### config.mk
export PLATFORM = sky130hd
export DESIGN_NAME = weekly_alarm_table_matcher
export DESIGN_NICKNAME = d
export VERILOG_FILES = /design/src/sv/watm_pkg.sv /design/src/sv/watm_table.sv /design/src/sv/weekly_alarm_table_matcher.sv
export VERILOG_INCLUDE_DIRS = /design/src /design/src/sv
export SDC_FILE = /design/constraint.sdc
export NUM_CORES = 1
export LEC_CHECK = 0
export BUFFER_PORTS_ARGS = -buffer_cell sky130_fd_sc_hd__buf_2
export CAP_MARGIN = 20
export CORE_MARGIN = 4
export CORE_UTILIZATION = 60
export DETAILED_ROUTE_END_ITERATION = 16
export MAX_ROUTING_LAYER = met4
export PLACE_DENSITY = 0.78
export SLEW_MARGIN = 40
export SYNTH_ARGS = -nofsm -noshare
export SYNTH_HDL_FRONTEND = slang
export SYNTH_SLANG_ARGS = --single-unit
### constraint.sdc
create_clock -name clk -period 9.2 [get_ports clk]
set_input_delay 1.84 -clock clk [delete_from_list [all_inputs] [get_ports clk]]
set_output_delay 1.84 -clock clk [all_outputs]
set_load 0.02 [all_outputs]
### src/sv/weekly_alarm_table_matcher_defines.svh
// assertion macros shared by the alarm table matcher
`ifndef WEEKLY_ALARM_TABLE_MATCHER_DEFINES_SVH
`define WEEKLY_ALARM_TABLE_MATCHER_DEFINES_SVH
`ifndef ASSERT_OFF
// same-cycle implication
`define WATM_ASSERT_IMP(name, clk, rst_n, ante, cons) \
	name: assert property (@(posedge clk) disable iff (!rst_n) (ante) |-> (cons)) \
		else $error("assertion failed: same-cycle implication");
// next-cycle implication
`define WATM_ASSERT_NEXT(name, clk, rst_n, ante, cons) \
	name: assert property (@(posedge clk) disable iff (!rst_n) (ante) |=> (cons)) \
		else $error("assertion failed: next-cycle implication");
`else
`define WATM_ASSERT_IMP(name, clk, rst_n, ante, cons)
`define WATM_ASSERT_NEXT(name, clk, rst_n, ante, cons)
`endif
`endif

### src/sv/watm_pkg.sv
package watm_pkg;

	typedef struct packed {
		logic [4:0] hour;
		logic [5:0] minute;
		logic       time_set;
		logic       slot_enabled;
		logic [6:0] repeat_mask;
		logic       skip_flag;
	} alarm_entry_t;

	localparam logic [1:0] CMD_TICK    = 2'd0;
	localparam logic [1:0] CMD_WRITE   = 2'd1;
	localparam logic [1:0] CMD_DISMISS = 2'd2;
	localparam logic [1:0] CMD_QUERY   = 2'd3;

	localparam int          MIN_PER_HOUR  = 60;
	localparam int          MIN_PER_DAY   = 1440;
	localparam int          DAYS_PER_WEEK = 7;
	localparam logic [13:0] DELTA_MAX     = 14'd10080;

endpackage

### src/sv/watm_table.sv
`include "weekly_alarm_table_matcher_defines.svh"

module watm_table #(
	parameter int ALARM_SLOTS = 16,
	parameter int AW          = 4
) (
	input  logic                  clk,
	input  logic                  arst_n,
	input  logic                  wr_en,
	input  logic [AW-1:0]         wr_addr,
	input  watm_pkg::alarm_entry_t wr_data,
	input  logic [AW-1:0]         rd_addr,
	output watm_pkg::alarm_entry_t rd_data
);

	watm_pkg::alarm_entry_t mem [ALARM_SLOTS];
	watm_pkg::alarm_entry_t rd_q;
	logic [ALARM_SLOTS-1:0]  valid_q;
	logic                    rd_valid_q;

	always_ff @(posedge clk) begin
		if (wr_en) begin
			mem[wr_addr] <= wr_data;
		end
		rd_q <= mem[rd_addr];
	end

	// never-written slots read as cleared
	always_ff @(posedge clk or negedge arst_n) begin
		if (!arst_n) begin
			valid_q    <= '0;
			rd_valid_q <= 1'b0;
		end else begin
			if (wr_en) begin
				valid_q[wr_addr] <= 1'b1;
			end
			rd_valid_q <= valid_q[rd_addr];
		end
	end

	assign rd_data = rd_valid_q ? rd_q : '0;

	`WATM_ASSERT_NEXT(a_write_marks_valid, clk, arst_n, wr_en, valid_q[$past(wr_addr)])

endmodule

### src/sv/weekly_alarm_table_matcher.sv
// Weekly alarm table matcher.
// Input words arrive on s_tvalid/s_tready with the command in s_tuser and the
// slot, time, stamp and slot settings in s_tdata. Every input word yields one
// result word on m_tvalid/m_tready. The user must write master_enable through
// cfg_wr_en/cfg_wr_data only while the block is idle; nothing enforces it.
// Write and dismiss: the result word is valid in the cycle after acceptance.
// Tick: unless master_enable is clear, ringing is set or the stamp is the
// last fired one, the slot table is read one slot per cycle from the slot
// store and checked against the current time, stopping at the first match.
// Query: one read of the slot, then up to eight steps of one shared adder
// that walks forward a day at a time.
// One word is in flight at a time: s_tready is high only while idle and a
// stalled result word holds until m_tready, blocking further input.
// Reset clears the table (all slots unset and disabled), the last fired
// minute and the ringing flag, and sets master_enable.
module weekly_alarm_table_matcher #(
	parameter int ALARM_SLOTS = 16
) (
	input  logic        clk,
	input  logic        arst_n,
	input  logic        cfg_wr_en,
	input  logic        cfg_wr_data,
	input  logic        s_tvalid,
	output logic        s_tready,
	// slot[3:0] hour[8:4] minute[14:9] weekday[17:15] minute_stamp[49:18]
	// time_set[50] slot_enabled[51] repeat_mask[58:52] skip_flag[59], pad
	input  logic [63:0] s_tdata,
	// cmd[1:0]
	input  logic [1:0]  s_tuser,
	output logic        m_tvalid,
	input  logic        m_tready,
	// fired[0] fired_slot[4:1] skip_spent[5] save_needed[6] next_found[7]
	// next_delta_minutes[21:8], pad
	output logic [23:0] m_tdata
);

	localparam int AW = (ALARM_SLOTS > 1) ? $clog2(ALARM_SLOTS) : 1;
	localparam int CW = $clog2(ALARM_SLOTS + 1);
	localparam int SW = (AW > 4) ? AW : 4;

	typedef enum logic [2:0] {
		ST_IDLE,
		ST_SCAN,
		ST_Q_WAIT,
		ST_Q_INIT,
		ST_Q_STEP,
		ST_OUT
	} state_t;

	state_t state_q;

	logic [3:0]  in_slot;
	logic [4:0]  in_hour;
	logic [5:0]  in_minute;
	logic [2:0]  in_weekday;
	logic [31:0] in_stamp;
	logic [SW-1:0] slot_ext;
	logic [AW-1:0] in_addr;
	logic        slot_ok;
	logic        accept;
	logic        tick_go;

	logic [CW-1:0] idx_q;
	logic          pend_s1;
	logic [AW-1:0] chk_idx_s1;
	logic [SW-1:0] chk_ext;
	logic [4:0]    hour_q;
	logic [5:0]    minute_q;
	logic [2:0]    weekday_q;
	logic [31:0]   stamp_q;
	logic          master_q;
	logic          ringing_q;
	logic [31:0]   last_fire_q;

	logic signed [14:0] acc_q;
	logic [2:0]         off_q;
	logic [2:0]         day_q;
	logic [6:0]         rep_q;

	logic        fired_q;
	logic [3:0]  fired_slot_q;
	logic        skip_spent_q;
	logic        save_q;
	logic        found_q;
	logic [13:0] delta_q;

	watm_pkg::alarm_entry_t ent;
	watm_pkg::alarm_entry_t new_ent;
	watm_pkg::alarm_entry_t wb_ent;
	logic          tbl_wr_en;
	logic [AW-1:0] tbl_wr_addr;
	watm_pkg::alarm_entry_t tbl_wr_data;

	logic [7:0]  rep8;
	logic        scan_hit;
	logic        scan_done;
	logic [10:0] ring_min;
	logic [10:0] now_min;
	logic signed [14:0] diff;
	logic [7:0]  qrep8;
	logic        step_hit;
	logic [13:0] acc_sat;

	assign in_slot    = s_tdata[3:0];
	assign in_hour    = s_tdata[8:4];
	assign in_minute  = s_tdata[14:9];
	assign in_weekday = s_tdata[17:15];
	assign in_stamp   = s_tdata[49:18];

	assign slot_ext = SW'(in_slot);
	assign in_addr  = slot_ext[AW-1:0];
	assign slot_ok  = int'(in_slot) < ALARM_SLOTS;
	assign accept   = s_tvalid && s_tready;
	assign tick_go  = master_q && !ringing_q &&
		!((in_stamp != 32'd0) && (in_stamp == last_fire_q));

	assign new_ent.hour         = in_hour;
	assign new_ent.minute       = in_minute;
	assign new_ent.time_set     = s_tdata[50];
	assign new_ent.slot_enabled = s_tdata[51];
	assign new_ent.repeat_mask  = s_tdata[58:52];
	assign new_ent.skip_flag    = s_tdata[59];

	// scan check on the word read last cycle
	assign rep8      = {1'b0, ent.repeat_mask};
	assign scan_hit  = pend_s1 && ent.slot_enabled && ent.time_set &&
		(ent.hour == hour_q) && (ent.minute == minute_q) &&
		((ent.repeat_mask == 7'd0) || rep8[weekday_q]);
	assign scan_done = !pend_s1 && (idx_q == CW'(ALARM_SLOTS));

	always_comb begin
		wb_ent = ent;
		wb_ent.skip_flag = 1'b0;
		if (ent.repeat_mask == 7'd0) begin
			wb_ent.slot_enabled = 1'b0;
		end
	end

	always_comb begin
		tbl_wr_en   = 1'b0;
		tbl_wr_addr = chk_idx_s1;
		tbl_wr_data = wb_ent;
		if (state_q == ST_IDLE) begin
			tbl_wr_en   = accept && (s_tuser == watm_pkg::CMD_WRITE) && slot_ok;
			tbl_wr_addr = in_addr;
			tbl_wr_data = new_ent;
		end else if (state_q == ST_SCAN) begin
			tbl_wr_en = scan_hit && (ent.skip_flag || (ent.repeat_mask == 7'd0));
		end
	end

	watm_table #(
		.ALARM_SLOTS(ALARM_SLOTS),
		.AW(AW)
	) u_table (
		.clk(clk),
		.arst_n(arst_n),
		.wr_en(tbl_wr_en),
		.wr_addr(tbl_wr_addr),
		.wr_data(tbl_wr_data),
		.rd_addr(idx_q[AW-1:0]),
		.rd_data(ent)
	);

	// minutes of day and the shared day-step adder
	assign ring_min  = 11'(ent.hour) * 11'(watm_pkg::MIN_PER_HOUR) + 11'(ent.minute);
	assign now_min   = 11'(hour_q) * 11'(watm_pkg::MIN_PER_HOUR) + 11'(minute_q);
	assign diff      = $signed({4'b0, ring_min}) - $signed({4'b0, now_min});
	assign qrep8     = {1'b0, rep_q};
	assign step_hit  = qrep8[day_q] && !((off_q == 3'd0) && (acc_q <= 15'sd0));

	always_comb begin
		if (acc_q < 15'sd0) begin
			acc_sat = 14'd0;
		end else if (acc_q > $signed({1'b0, watm_pkg::DELTA_MAX})) begin
			acc_sat = watm_pkg::DELTA_MAX;
		end else begin
			acc_sat = acc_q[13:0];
		end
	end

	assign chk_ext = SW'(chk_idx_s1);

	always_ff @(posedge clk or negedge arst_n) begin
		if (!arst_n) begin
			state_q      <= ST_IDLE;
			master_q     <= 1'b1;
			ringing_q    <= 1'b0;
			last_fire_q  <= '0;
			idx_q        <= '0;
			pend_s1      <= 1'b0;
			chk_idx_s1   <= '0;
			hour_q       <= '0;
			minute_q     <= '0;
			weekday_q    <= '0;
			stamp_q      <= '0;
			acc_q        <= '0;
			off_q        <= '0;
			day_q        <= '0;
			rep_q        <= '0;
			fired_q      <= 1'b0;
			fired_slot_q <= '0;
			skip_spent_q <= 1'b0;
			save_q       <= 1'b0;
			found_q      <= 1'b0;
			delta_q      <= '0;
		end else begin
			if (cfg_wr_en) begin
				master_q <= cfg_wr_data;
			end
			case (state_q)
				ST_IDLE: begin
					if (accept) begin
						fired_q      <= 1'b0;
						fired_slot_q <= '0;
						skip_spent_q <= 1'b0;
						save_q       <= 1'b0;
						found_q      <= 1'b0;
						delta_q      <= '0;
						hour_q       <= in_hour;
						minute_q     <= in_minute;
						weekday_q    <= in_weekday;
						stamp_q      <= in_stamp;
						state_q      <= ST_OUT;
						case (s_tuser)
							watm_pkg::CMD_TICK: begin
								if (tick_go) begin
									idx_q   <= '0;
									pend_s1 <= 1'b0;
									state_q <= ST_SCAN;
								end
							end
							watm_pkg::CMD_DISMISS: begin
								ringing_q <= 1'b0;
							end
							watm_pkg::CMD_QUERY: begin
								if (slot_ok) begin
									idx_q   <= CW'(in_addr);
									state_q <= ST_Q_WAIT;
								end
							end
							default: begin
							end
						endcase
					end
				end
				ST_SCAN: begin
					if (scan_hit) begin
						pend_s1     <= 1'b0;
						last_fire_q <= stamp_q;
						state_q     <= ST_OUT;
						if (ent.skip_flag) begin
							skip_spent_q <= 1'b1;
							save_q       <= 1'b1;
						end else begin
							save_q       <= (ent.repeat_mask == 7'd0);
							ringing_q    <= 1'b1;
							fired_q      <= 1'b1;
							fired_slot_q <= chk_ext[3:0];
						end
					end else if (scan_done) begin
						state_q <= ST_OUT;
					end else if (idx_q != CW'(ALARM_SLOTS)) begin
						chk_idx_s1 <= idx_q[AW-1:0];
						pend_s1    <= 1'b1;
						idx_q      <= idx_q + CW'(1);
					end else begin
						pend_s1 <= 1'b0;
					end
				end
				ST_Q_WAIT: begin
					state_q <= ST_Q_INIT;
				end
				ST_Q_INIT: begin
					acc_q   <= diff;
					off_q   <= '0;
					day_q   <= (weekday_q == 3'(watm_pkg::DAYS_PER_WEEK)) ? 3'd0 : weekday_q;
					rep_q   <= ent.repeat_mask;
					state_q <= ST_OUT;
					if (ent.slot_enabled && ent.time_set) begin
						if (ent.repeat_mask != 7'd0) begin
							state_q <= ST_Q_STEP;
						end else if (diff > 15'sd0) begin
							found_q <= 1'b1;
							delta_q <= diff[13:0];
						end
					end
				end
				ST_Q_STEP: begin
					if (step_hit) begin
						found_q <= 1'b1;
						delta_q <= acc_sat;
						state_q <= ST_OUT;
					end else if (off_q == 3'(watm_pkg::DAYS_PER_WEEK)) begin
						state_q <= ST_OUT;
					end else begin
						off_q <= off_q + 3'd1;
						acc_q <= acc_q + 15'(watm_pkg::MIN_PER_DAY);
						day_q <= (day_q == 3'(watm_pkg::DAYS_PER_WEEK - 1)) ? 3'd0
							: day_q + 3'd1;
					end
				end
				ST_OUT: begin
					if (m_tready) begin
						state_q <= ST_IDLE;
					end
				end
				default: begin
					state_q <= ST_IDLE;
				end
			endcase
		end
	end

	assign s_tready = (state_q == ST_IDLE);
	assign m_tvalid = (state_q == ST_OUT);
	assign m_tdata  = {2'b00, delta_q, found_q, save_q, skip_spent_q, fired_slot_q, fired_q};

	`WATM_ASSERT_IMP(a_one_word_in_flight, clk, arst_n, s_tready, !m_tvalid)
	`WATM_ASSERT_IMP(a_fired_sets_ringing, clk, arst_n, m_tvalid && fired_q, ringing_q)
	`WATM_ASSERT_IMP(a_fire_or_skip, clk, arst_n, m_tvalid, !(fired_q && skip_spent_q))

endmodule

# Word level (Yosys, flattened, before mapping)
# Memories as Yosys holds them, arrays and structs flattened. A register that Yosys moved wholly into a read port is not among the register bits.
# Cells that the tools add are included.
[totals] memories=1 register_bits=160 mem_bits_rw=336
[classes] add_sub_neg=7 n_lt_le_gt_ge=9 n_mux=82 n_reduce_logical=43 multipliers=2 n_eq_ne=38 bitwise=3
[mem_list] memory="u_table.mem" depth=16 word_bits=21 read_ports=1 rd_ports_with_merged_regs=1 write_ports=1 line="watm_table.sv:16" source="watm_pkg::alarm_entry_t mem [ALARM_SLOTS];"
[op_table] operator="2-to-1 mux 14 bit" count=7
[op_table] operator="2-to-1 mux 21 bit" count=2
[op_table] operator="one-hot mux 14 bit (3 select lines)" count=1
[op_table] operator="2-to-1 mux 3 bit" count=13
[op_table] operator="== test 32 bit" count=1
[op_table] operator="nonzero test 32 bit" count=1
[op_table] operator="2-to-1 mux 1 bit" count=30
[op_table] operator="2-to-1 mux 15 bit" count=2
[op_table] operator="one-hot mux 15 bit (2 select lines)" count=1
[op_table] operator="2-to-1 mux 5 bit" count=5
[op_table] operator="adder 11 x 6 -> 11 bit" count=2
[op_table] operator="!= test 2 bit (second input constant)" count=11
[op_table] operator="one-hot mux 5 bit (2 select lines)" count=2
[op_table] operator="multiplier 5 x 4 -> 9 bit (second input constant)" count=2
[op_table] operator="one-hot mux 3 bit (2 select lines)" count=3
[op_table] operator="one-hot mux 3 bit (6 select lines)" count=1
[op_table] operator="logical AND 1 bit" count=16
[op_table] operator="2-to-1 mux 4 bit" count=4
[op_table] operator="OR 16 bit" count=1
[op_table] operator="AND reduction 4 bit" count=4
[op_table] operator="adder 15 x 12 -> 15 bit (second input constant)" count=1
[op_table] operator="== test 3 bit (second input constant)" count=5
[op_table] operator="> comparator 15 bit (second input constant)" count=1
[op_table] operator="less-or-equal comparator 15 x 1 -> 1 bit (second input constant)" count=1
[op_table] operator="39 further kinds" count=67

# Depth between registers and ports, before layout
[depth] word_depth=11 mapped_depth=25 mapped_depth_nobuf=21

# Hierarchy
# A second synthesis with hierarchy kept.
[hier_totals] cells_unflattened=1618 area_unflattened_um2=23104.7
[by_module_without_submodules] mod="watm_table" n_inst=1 seq_area_each_um2=10935.5 area_each_um2=13973.4 cells_each=622
[by_module_without_submodules] mod="weekly_alarm_table_matcher" n_inst=1 seq_area_each_um2=3579.7 area_each_um2=9131.3 cells_each=996

# Worst setup path before layout
# Ideal clock, no wire load.
[synth_timing] path_kind="reg2reg" from="reg u_table.rd_valid_q" to="reg delta_q[10]" n_path_buf=5 period_less_slack_ps=5767 slack_ps=3433 required_time_ps=9072 arrival_time_ps=5640 stages_incl_launch_ff=26 path_cell_list="dfrtp_1 -> clkbuf_2 -> clkbuf_1 -> clkbuf_1 -> and2_1 -> ha_1 -> fa_1 -> inv_1 -> fa_1 -> inv_1 -> ha_1 -> o21ai_0 -> a21oi_1 -> nand2_1 -> xnor2_1 -> ha_1 -> and3_1 -> nand2_1 -> a21o_1 -> a211oi_1 -> nand4_1 -> o31a_1 -> nor2b_1 -> buf_2 -> buf_6 -> mux2_1"
[synth_between] elab_chain_len=8
[synth_lines] element="from (decl)" line="watm_table.sv:19" source="logic rd_valid_q;"
[synth_lines] element="from (signal assigned)" line="watm_table.sv:37" source="rd_valid_q <= valid_q[rd_addr];"
[synth_lines] element="2-to-1 mux 21 bit (*)" line="watm_table.sv:41" source="assign rd_data = rd_valid_q ? rd_q : '0;"
[synth_lines] element="branches (longest 7 deep; another with subtractor 11 x 11 -> 12 bit)"
[synth_lines] element="to (signal assigned)" line="weekly_alarm_table_matcher.sv:285" source="delta_q <= diff[13:0];"
[synth_lines] element="to (signal assigned)" line="weekly_alarm_table_matcher.sv:292" source="delta_q <= acc_sat;"
[synth_lines] element="to (decl)" line="weekly_alarm_table_matcher.sv:85" source="logic [13:0] delta_q;"
# Mark *: on every way between the ends. The select of a mux whose other input is x is not followed.
# A chain may end at the register's enable or synchronous reset.

# Worst setup path in the final report
[layout_timing] from="reg u_table.rd_q[17] (netlist name)" to="reg delta_q[6]"
[layout_between] elab_chain_len=8
[layout_lines] element="2-to-1 mux 21 bit (*)" line="watm_table.sv:41"
[layout_lines] element="multiplier 5 x 4 -> 9 bit (*)" line="weekly_alarm_table_matcher.sv:166" source="assign ring_min = 11'(ent.hour) * 11'(watm_pkg::MIN_PER_HOUR) + 11'(ent.minute);"
[layout_lines] element="adder 11 x 6 -> 11 bit (*)" line="weekly_alarm_table_matcher.sv:166"
[layout_lines] element="subtractor 11 x 11 -> 12 bit (*)" line="weekly_alarm_table_matcher.sv:168" source="assign diff = $signed({4'b0, ring_min}) - $signed({4'b0, now_min});"
[layout_lines] element="branches (longest 4 deep; another with > comparator 12 x 1 -> 1 bit)"
# Marked as above.

==> flow_summary.yaml <==
status:
  status: "complete, no violations"
placement:
  dp.final_hpwl_um: 32150
  portBuffers: 91
  postPlaceCellArea_um2: 24160
  gp_congestion: 0.8697
global_route:
  globalRoute.totalOverflow: 0
  grt_pass1_wl_um: 83790
  grt_pass1_vias: 14004
  antenna_found_initial: 1
  grt_max_degree: 85
  grt_usage_pct: 27.44
critical_path:
  arrival_ns: 6.87
  crit_slowest_cell: "a211oi_1"
  required_ns: 9.67
  slowest_delay_ns: 0.59
  crit_fanout: 15
  start_kind: "flip-flop"
  critical_path.endpoint_type: "flip-flop"
  r2r_cells: 21
  path_cells: "xor2_1 -> and2_1 -> ha_1 -> fa_1 -> inv_1 -> fa_1 -> inv_1 -> ha_1 -> o21ai_0 -> a21oi_1 -> nand2_1 -> xnor2_1 -> ha_1 -> nand2_1 -> o21ai_0 -> nor3b_1 -> a211oi_1 -> nand4_1 -> o31a_1 -> nor2b_2 -> mux2_2"
  critical_path_class: "reg2reg"
  crit_top_cell: "ha_1"
floorplanning:
  rows: 71
  dieArea_um2: 41510
  core-area_um2: 37760
  die_height_um: 203.7
  dieWidth_um: 203.7
  ioPinCount: 98
  initial_utilization_pct: 60.88
timing:
  finalSetupTns_ns: 0
  fin_worst_skew_ns: 0.02706
  fin_crit_sh_pct: 69.50
  tightest_slew_ns: 0.8660
  hold_violations: 0
  maxSlewHeadroom_pct: 42.27
  fmax_mhz: 156.4
  report.final.slew_viol_count: 0
  setup_viol: 0
  fin_crit_ns: 6.394
  grt_setup_unrepaired: "no"
detailed_routing:
  first_pass_iters: 5
  drt-total-wl_um: 53980
  vias_per_cell: 6.261
  wl_per_cell_um: 24.85
  drtIter0Drc: 1301
  drc: 0
  vias: 13598
  ant_nets: 0
synth:
  synthDistinctLibCells: 73
  ys_ff_latch: 517
  async_flop_share_pct: 30.95
  netlist_area_um2: 22990
  netlist_instances: 1504
  ys_seq_area_share_pct: 63.15
  synth_ff_type: "edfxtp_1"
  synth-edff-count: 336
  yosys_warnings: 0
  synth_area_per_cell_um2: 15.28
clock_tree:
  htree_levels: 2
  cts.sinks: 517
  cts_tree: "done"
  cts_buffers: 50
  clock_path_buffers: 3
  clock-root-buffer: "clkbuf_16"
  cts_resized: 0
  cts-hold-fix-buffers: 0
  path_clk_slew_ns: 0.06
  clk-insertion-delay-late_ns: 0.61
  postCtsSetupBuffers: 0
cells_and_area:
  design_area_um2: 25860
  nNetsFinal: 1752
  final_core_util_pct: 68.50
  drive_gt1_share_pct: 27.20
  regArea_um2: 14530
  multi_input_area_um2: 7934
  nFillCells: 2485
  syn_to_final_growth_pct: 12.51
power_and_ir_drop:
  p_int_mw: 6.080
  ir_drop_mv: 0.5040
  p_leak_nw: 9.912
  p_switching_mw: 3.873
  p_comb_share_pct: 46.4
  p_sw_share_pct: 38.91
  cellPowerDensity_nw_per_um2: 384.9
  pwr-share-clk_pct: 20.8
  p_seq_share_pct: 32.8
  finalPower_mw: 9.953
job:
  maxCapViolations: 0
hold_path:
  hp-class: "reg2reg"
  holdPathStages: 1
placed cells by master, fill, tap and decap left out, types with 18 or more instances in the layout:
| cell type | netlist | routed |
|---|---|---|
| buf_2 | 8 | 90 |
| nor2_1 | 40 | 24 |
| o21ai_0 | 76 | 76 |
| xnor2_1 | 50 | 50 |
| nand3_1 | 27 | 27 |
| inv_1 | 71 | 71 |
| nand2_1 | 98 | 97 |
| dfrtp_1 | 159 | 155 |
| dfxtp_1 | 21 | 21 |
| mux4_2 | 111 | 111 |
| mux2_2 | 84 | 84 |
| or2_2 | 18 | 18 |
| ha_1 | 50 | 50 |
| buf_4 | 6 | 37 |
| edfxtp_1 | 336 | 336 |
| clkbuf_16 | 0 | 51 |
| a21oi_1 | 43 | 43 |
critical path, delay by kind of cell (launching register included):
family | cells | cell delay [ns]
XOR/XNOR | 2 | 0.35
buffers and inverters | 2 | 0.10
multiplexers | 1 | 0.41
AND/OR/NAND/NOR | 6 | 1.25
flip-flops | 1 | 0.37
adder cells (fa/ha/maj) | 5 | 2.16
AO/OA/AOI/OAI | 5 | 1.63
power groups by stage:
stage,combinational [mW],sequential (mW),clock [mW]
after floorplan,3.58,3.14,0
after global placement,4.42,3.30,0
after detailed placement,4.55,3.30,0
after CTS,4.60,3.26,2.10
after global routing,5.14,3.30,2.21
final,4.62,3.26,2.07
flip-flops by register name, summed over array words and instances, names as in the netlist, 3 cells and up:
name	cells
rep_q	7
chk_ext	4
last_fire_q	32
day_q	3
u_table.rd_q	21
off_q	3
minute_q	6
u_table.valid_q	16
stamp_q	32
u_table.mem	336
fired_slot_q	4
idx_q	5
hour_q	5
acc_q	15
delta_q	14
state_q	3
weekday_q	3
metrics by stage:
| step | cells | hold WS (ns) | worst slack [ns] |
|---|---|---|---|
| 2_1_floorplan | 1505 | 0.4337 | 3.433 |
| 4_1_cts | 2169 | 0.4672 | 2.838 |
| 3_5_place_dp | 2076 | 0.4540 | 2.877 |
| 3_3_place_gp | 2075 | 0.4460 | 2.624 |
| 5_1_grt | 2170 | 0.4712 | 2.378 |
| 6_report | 2172 | 0.4691 | 2.806 |
cell type report:
class,count,area share (%)
Antenna cell,3,0.02903
Clock buffer,77,5.777
Clock inverter,16,0.7499
Inverter,71,1.031
Multi-Input combinational cell,845,30.68
Sequential cell,517,56.18
Tap cell,511,2.472
Timing Repair Buffer,132,3.087
layer usage:
layer	track usage, %	share of wire, %	up-vias
li1	-	-	5942
met1	35.88	38	6935
met2	45.05	51	591
met3	3.784	7.3	130
met4	9.588	3.3	0
met5	-	0	-
cells by family (layout without fill, tap and decap cells):
group	Yosys count	count (layout)	share of synthesized area, %
flip-flops	517	517	63.15
multiplexers	204	204	15.43
adder cells (fa/ha/maj)	63	63	3.854
AO/OA/AOI/OAI	208	208	5.835
other	1	5	0.01631
buffers and inverters	143	296	2.547
XOR/XNOR	66	66	2.515
AND/OR/NAND/NOR	302	302	6.652
synth_stat cells (5+ instances only):
library cell,n,area share [%]
nand3b_1,6,0.20
mux2_1,5,0.24
nor2b_1,8,0.22
fa_1,13,1.1
mux4_2,111,11
nor4_1,14,0.38
a21o_1,17,0.56
inv_1,71,1.2
nor2_1,40,0.65
dfxtp_1,21,1.8
and3_1,7,0.19
ha_1,50,2.7
or2_2,18,0.49
nor3_1,14,0.30
clkbuf_1,43,0.70
nand2_1,98,1.6
a31oi_1,12,0.33
and2_1,17,0.46
buf_2,8,0.17
nor3b_1,7,0.23
a21oi_1,43,0.94
nand3_1,27,0.59
buf_4,6,0.20
buf_1,12,0.20
nand4_1,16,0.44
xnor2_1,50,1.9
o21ai_0,76,1.7
xor2_1,16,0.61
edfxtp_1,336,44
o21bai_1,6,0.20
nand2b_1,13,0.35
or3_1,10,0.27
dfrtp_1,159,17
mux2_2,84,4.1
final timing paths:
path                                                     start                             end  slack [ns]
worst max-delay path                  u_table.rd_q[17]$_DFF_P_          delta_q[6]$_DFFE_PN0P_        2.81
worst min register to register  u_table.valid_q[4]$_DFFE_PN0P_  u_table.valid_q[4]$_DFFE_PN0P_        0.47
max in group asynchronous                               arst_n         stamp_q[16]$_DFFE_PN0P_        6.73
min in group asynchronous                               arst_n           hour_q[2]$_DFFE_PN0P_        1.26
worst min-delay path            u_table.valid_q[4]$_DFFE_PN0P_  u_table.valid_q[4]$_DFFE_PN0P_        0.47
worst max register to register        u_table.rd_q[17]$_DFF_P_          delta_q[6]$_DFFE_PN0P_        2.81
Note: power is estimated with default switching activity, not from simulation.
